`src/hw/rtl/bra_ram.sv`:
```
module bra_ram #(
  parameter int WIDTH = 64,
  parameter int DEPTH = 64,
  localparam int AW = (DEPTH > 1) ? $clog2(DEPTH) : 1
) (
  input  logic             clk_i,
  input  logic             we_i,
  input  logic [AW-1:0]    waddr_i,
  input  logic [WIDTH-1:0] wdata_i,
  input  logic             re_i,
  input  logic [AW-1:0]    raddr_i,
  output logic [WIDTH-1:0] rdata_o
);

  logic [WIDTH-1:0] mem_q [DEPTH];
  logic [WIDTH-1:0] rdata_q;

  always_ff @(posedge clk_i) begin
    if (we_i) begin
      mem_q[waddr_i] <= wdata_i;
    end
    if (re_i) begin
      rdata_q <= mem_q[raddr_i];
    end
  end

  assign rdata_o = rdata_q;

endmodule

```
`config.mk`:
```
export PLATFORM = sky130hd
export DESIGN_NAME = bra_ram
export DESIGN_NICKNAME = d
export VERILOG_FILES = /design/src/hw/rtl/bra_ram.sv
export SDC_FILE = /design/constraint.sdc
export NUM_CORES = 2
export LEC_CHECK = 0
export ABC_AREA = 1
export BUFFER_PORTS_ARGS = -buffer_cell sky130_fd_sc_hd__buf_2
export CORE_AREA = 2 2 747 749
export DETAILED_ROUTE_END_ITERATION = 10
export DIE_AREA = 0 0 749 751
export GPL_ROUTABILITY_DRIVEN = 1
export GPL_TIMING_DRIVEN = 0
export PLACE_DENSITY_LB_ADDON = 0.08
export REMOVE_ABC_BUFFERS = 1
export SLEW_MARGIN = 40
export SYNTH_ARGS = -nofsm -noshare
export SYNTH_HDL_FRONTEND = slang
export SYNTH_SLANG_ARGS = --single-unit
```
`constraint.sdc`:
```
create_clock -name clk_i -period 20.7 [get_ports clk_i]
set_clock_uncertainty 0.2 [all_clocks]
set_input_delay 2.07 -clock clk_i [delete_from_list [all_inputs] [get_ports clk_i]]
set_output_delay 2.07 -clock clk_i [all_outputs]
set_load 0.05 [all_outputs]
```
* Word-level counts from Yosys, hierarchy flattened
Memories as Yosys holds them, arrays and structs flattened. A register that Yosys moved wholly into a read port is not among the register bits. Index checks and enable logic that the tools add are counted.
Storage, ports and cells: bits in registers 0, bits in writable memories 4096, input port bits 79, logic and storage cells 3, memories 1
Operators by class: multiplexer cells 2
Memory list:
- mem_q | depth 64, bits a word 64, rd ports 1, clocked after memory_dff 1, wr ports 1, line 15 | logic [WIDTH-1:0] mem_q [DEPTH];
Operator list (number):
- $mux 1 | 2

* Logic depth before layout (Yosys ltp)
depth after elaboration 2, depth in mapped cells 13

* Least setup slack after synthesis
Ideal clock, no wire load.
kind input to register, from in we_i, to mem mem_q[48][0], enable pin, data arrival time 8.706 ns, setup slack 11.148 ns, stages 3, buffers on the path 1, cell sequence clkbuf_1 > nand4_1 > nor4_1
On the way: word-level cells in the longest chain between the ends 2
RTL lines:
- start, declared | line 7 | input logic we_i,
- $mux 1 | line 19 | if (we_i) begin
- $mux 1 (implied by the code) | line 20 | mem_q[waddr_i] <= wdata_i;
- end, declared | line 15
Every way passes these cells.

==> reports/results.ini <==
[synthesis]
synth_edf_count=4160
synth_top_area_share_pct=75.3
yosysMostFrequentCell=nand2_1
netlist_top_cells_count=4416 x nand2_1, 4160 x edfxtp_1, 3847 x nand3_1, 501 x buf_2, 147 x clkbuf_1
synthDistinctLibCells=15
synth_top_cell_by_area=edfxtp_1
synth_area_per_cell_um2=12.4
yosys_warnings=0
async_flop_share_pct=0
syn_area_um2=166000
seq_area_frac_synth_pct=75.3
synthTopCellsByArea=edfxtp_1 75%, nand3_1 12%, nand2_1 10%
ys.flop_type=edfxtp_1
netlist_instances=13400
ys_ff_latch=4160

[routing]
drc_errors=0
wl_per_cell_um=27.5
drtIter0Drc=10400
wl_um=597000
drtPass1Iterations=5
dr_total_vias=109000
avgViaCountPerCell=5.04
detail-route-antenna-nets=0

[critical_path]
cp.required_ns=21.30
crit_path_start_kind=primary input
worst_setup_path_end_kind=flop
cp_max_fo=129
worstPathArrival_ns=7.16
crit_type=primary input to flop

[floorplan]
initial_utilization_pct=29.9
fp.dieH_um=751
die_w_um=749
io_pins=143
core_um2=555000
die-area_um2=562000
row_count=274

[clock_network]
numCtsBuffers=459
postCtsSetupRepairBufs=0
worstSkewPairLatency_ns=1.04
cts_tree=yes
cts_sinks=4160
ctsHoldBuffers=0
cts_root_buf=clkbuf_16
cts.reportedPaths.clkPinSlew_ns=0.06
cts_max_level=5
clock_path_buffers=4
post_cts_resize_count=0

[grt]
antenna_found_initial=28
grt_max_degree=142
grt_pass1_wl_um=824000
overflow=0
grtUsageMet1_pct=27.0
met3_usage_pct=2.69
busiest_layer=met2
grt_use_met2_pct=35.7
grt_pass1_vias=105000
grt_usage_pct=20.6

[timing]
period_share_pct=31.7
timing.setup.tns_ns=0
fmax_mhz=152
tightestPinTransition_ns=0.893
hold_slack_ns=0.679
maxSlewViolCount=0
timing_hold_violations_final=0
min_period_ns=6.56
rsz0062_at_grt=no
finalSetupViolations=0
slew_headroom_pct=40.3

[final_layout]
finalNetCount=14100
nFillCells=52400
drive_above_1_share_pct=12.2
utilization_pct=36.5
multi_input_area_um2=36600
regArea_um2=125000
syn2layout_area_growth_pct=22.1

[power_and_ir_drop]
internal-power_mw=14.3
comb_power_share_pct=6.0
ir_worst_vdd_v=0.0000804
power_switching_mw=4.23
p_seq_share_pct=50.6
swShare_pct=22.9
leakage_nw=71.3
pwr_density_cell_nw_per_um2=91.4
p_clk_share_pct=43.4

[hold_path]
hp-class=flop to flop

[placement]
port_buffers=142
dp_hpwl_um=386000
gp_congestion=0.678

[run_status]
status=finished, final reports clean

[flow_run]
maxCapViolCount=0

[power groups by stage]
stage | clock, mW | combinational, mW | sequential (mW)
6_report | 8.04 | 1.12 | 9.36
5_1_grt | 8.56 | 1.22 | 9.36
4_1_cts | 8.23 | 1.14 | 9.36
3_5_place_dp | 0 | 1.13 | 9.54
3_3_place_gp | 0 | 1.43 | 9.56
2_1_floorplan | 0 | 0.552 | 9.58
[kinds of logic (layout without fill, tap and decap cells)]
kind of cell	count (synthesis)	count (layout)	synth area share, %
and+or+nand+nor	8336	8336	21.8
DFF	4160	4160	75.3
buffers and inverters	909	1895	2.94
other	0	13	0
[sequential cells by signal, summed over array words and instances (netlist names)]
| name | cells |
|---|---|
| mem_q | 4096 |
| rdata_o | 64 |
[per-layer routing]
layer | part of all wire, % | wire length (um)
met5 | 0.015 | 92
met2 | 50 | 296000
met4 | 3.1 | 18300
met3 | 5.3 | 31800
met1 | 42 | 251000
[layout by cell type (no fill, tap or decap)]
master,Yosys,layout
inv_1,8,6
bufinv_16,0,44
buf_12,0,10
nand2_1,4416,4416
clkinv_2,0,92
buf_16,0,425
buf_8,3,192
inv_6,0,9
clkinv_4,0,2
clkbuf_16,0,465
inv_16,0,4
nand3_2,0,6
clkinv_8,0,9
nor4_2,0,8
clkinv_1,0,123
buf_4,134,87
buf_2,501,316
buf_6,40,4
clkbuf_1,147,85
diode_2,0,13
inv_8,0,4
edfxtp_1,4160,4160
clkinvlp_4,0,15
nor2_4,0,56
clkinv_16,0,3
nand3_1,3847,3841
nand4_1,9,9
[worst max-delay path, cell delays in order]
cell and delay, ns:
buf_12 0.10, buf_16 0.20, buf_16 0.32, buf_16 0.28, inv_16 0.29, buf_16 0.39
buf_16 0.45, buf_16 0.42, buf_16 0.40, buf_16 0.35, nand2_1 0.09, nand3_1 0.09
nand3_1 0.09, nand3_1 0.11, nand3_1 0.12, nand2_1 0.10, nand2_1 0.08, nand2_1 0.31
[final timing paths]
| path | start | endpoint | slack, ns | cells past startpoint |
|---|---|---|---|---|
| min | mem_q[36][8] | rdata_o[8] | 0.68 | 8 |
| min reg2reg | mem_q[36][8] | rdata_o[8] | 0.68 | 8 |
| max | raddr_i[0] | rdata_o[48] | 14.14 | 18 |
| max reg2reg | mem_q[31][57] | rdata_o[57] | 18.77 | 8 |
[area by class of cell]
cell class,count,area share (%)
Antenna cell,13,0.0161
Tap cell,7314,4.52
Timing Repair Buffer,1034,8.42
Inverter,12,0.0531
Multi-Input combinational cell,8336,18.1
Clock inverter,299,1.35
Sequential cell,4160,61.7
Clock buffer,550,5.90
[through the flow]
step / instance area (um^2) / setup WS [ns] / cells / total power [mW]
2_1_floorplan: 161000 / 8.19 / 12500 / 10.1
3_3_place_gp: 171000 / -196.84 / 20000 / 11.0
3_5_place_dp: 188000 / 12.95 / 20900 / 10.7
4_1_cts: 202000 / 14.11 / 21700 / 18.7
5_1_grt: 203000 / 13.78 / 21700 / 19.1
6_report: 203000 / 14.14 / 21700 / 18.5
(Power assumes the default switching activity.)
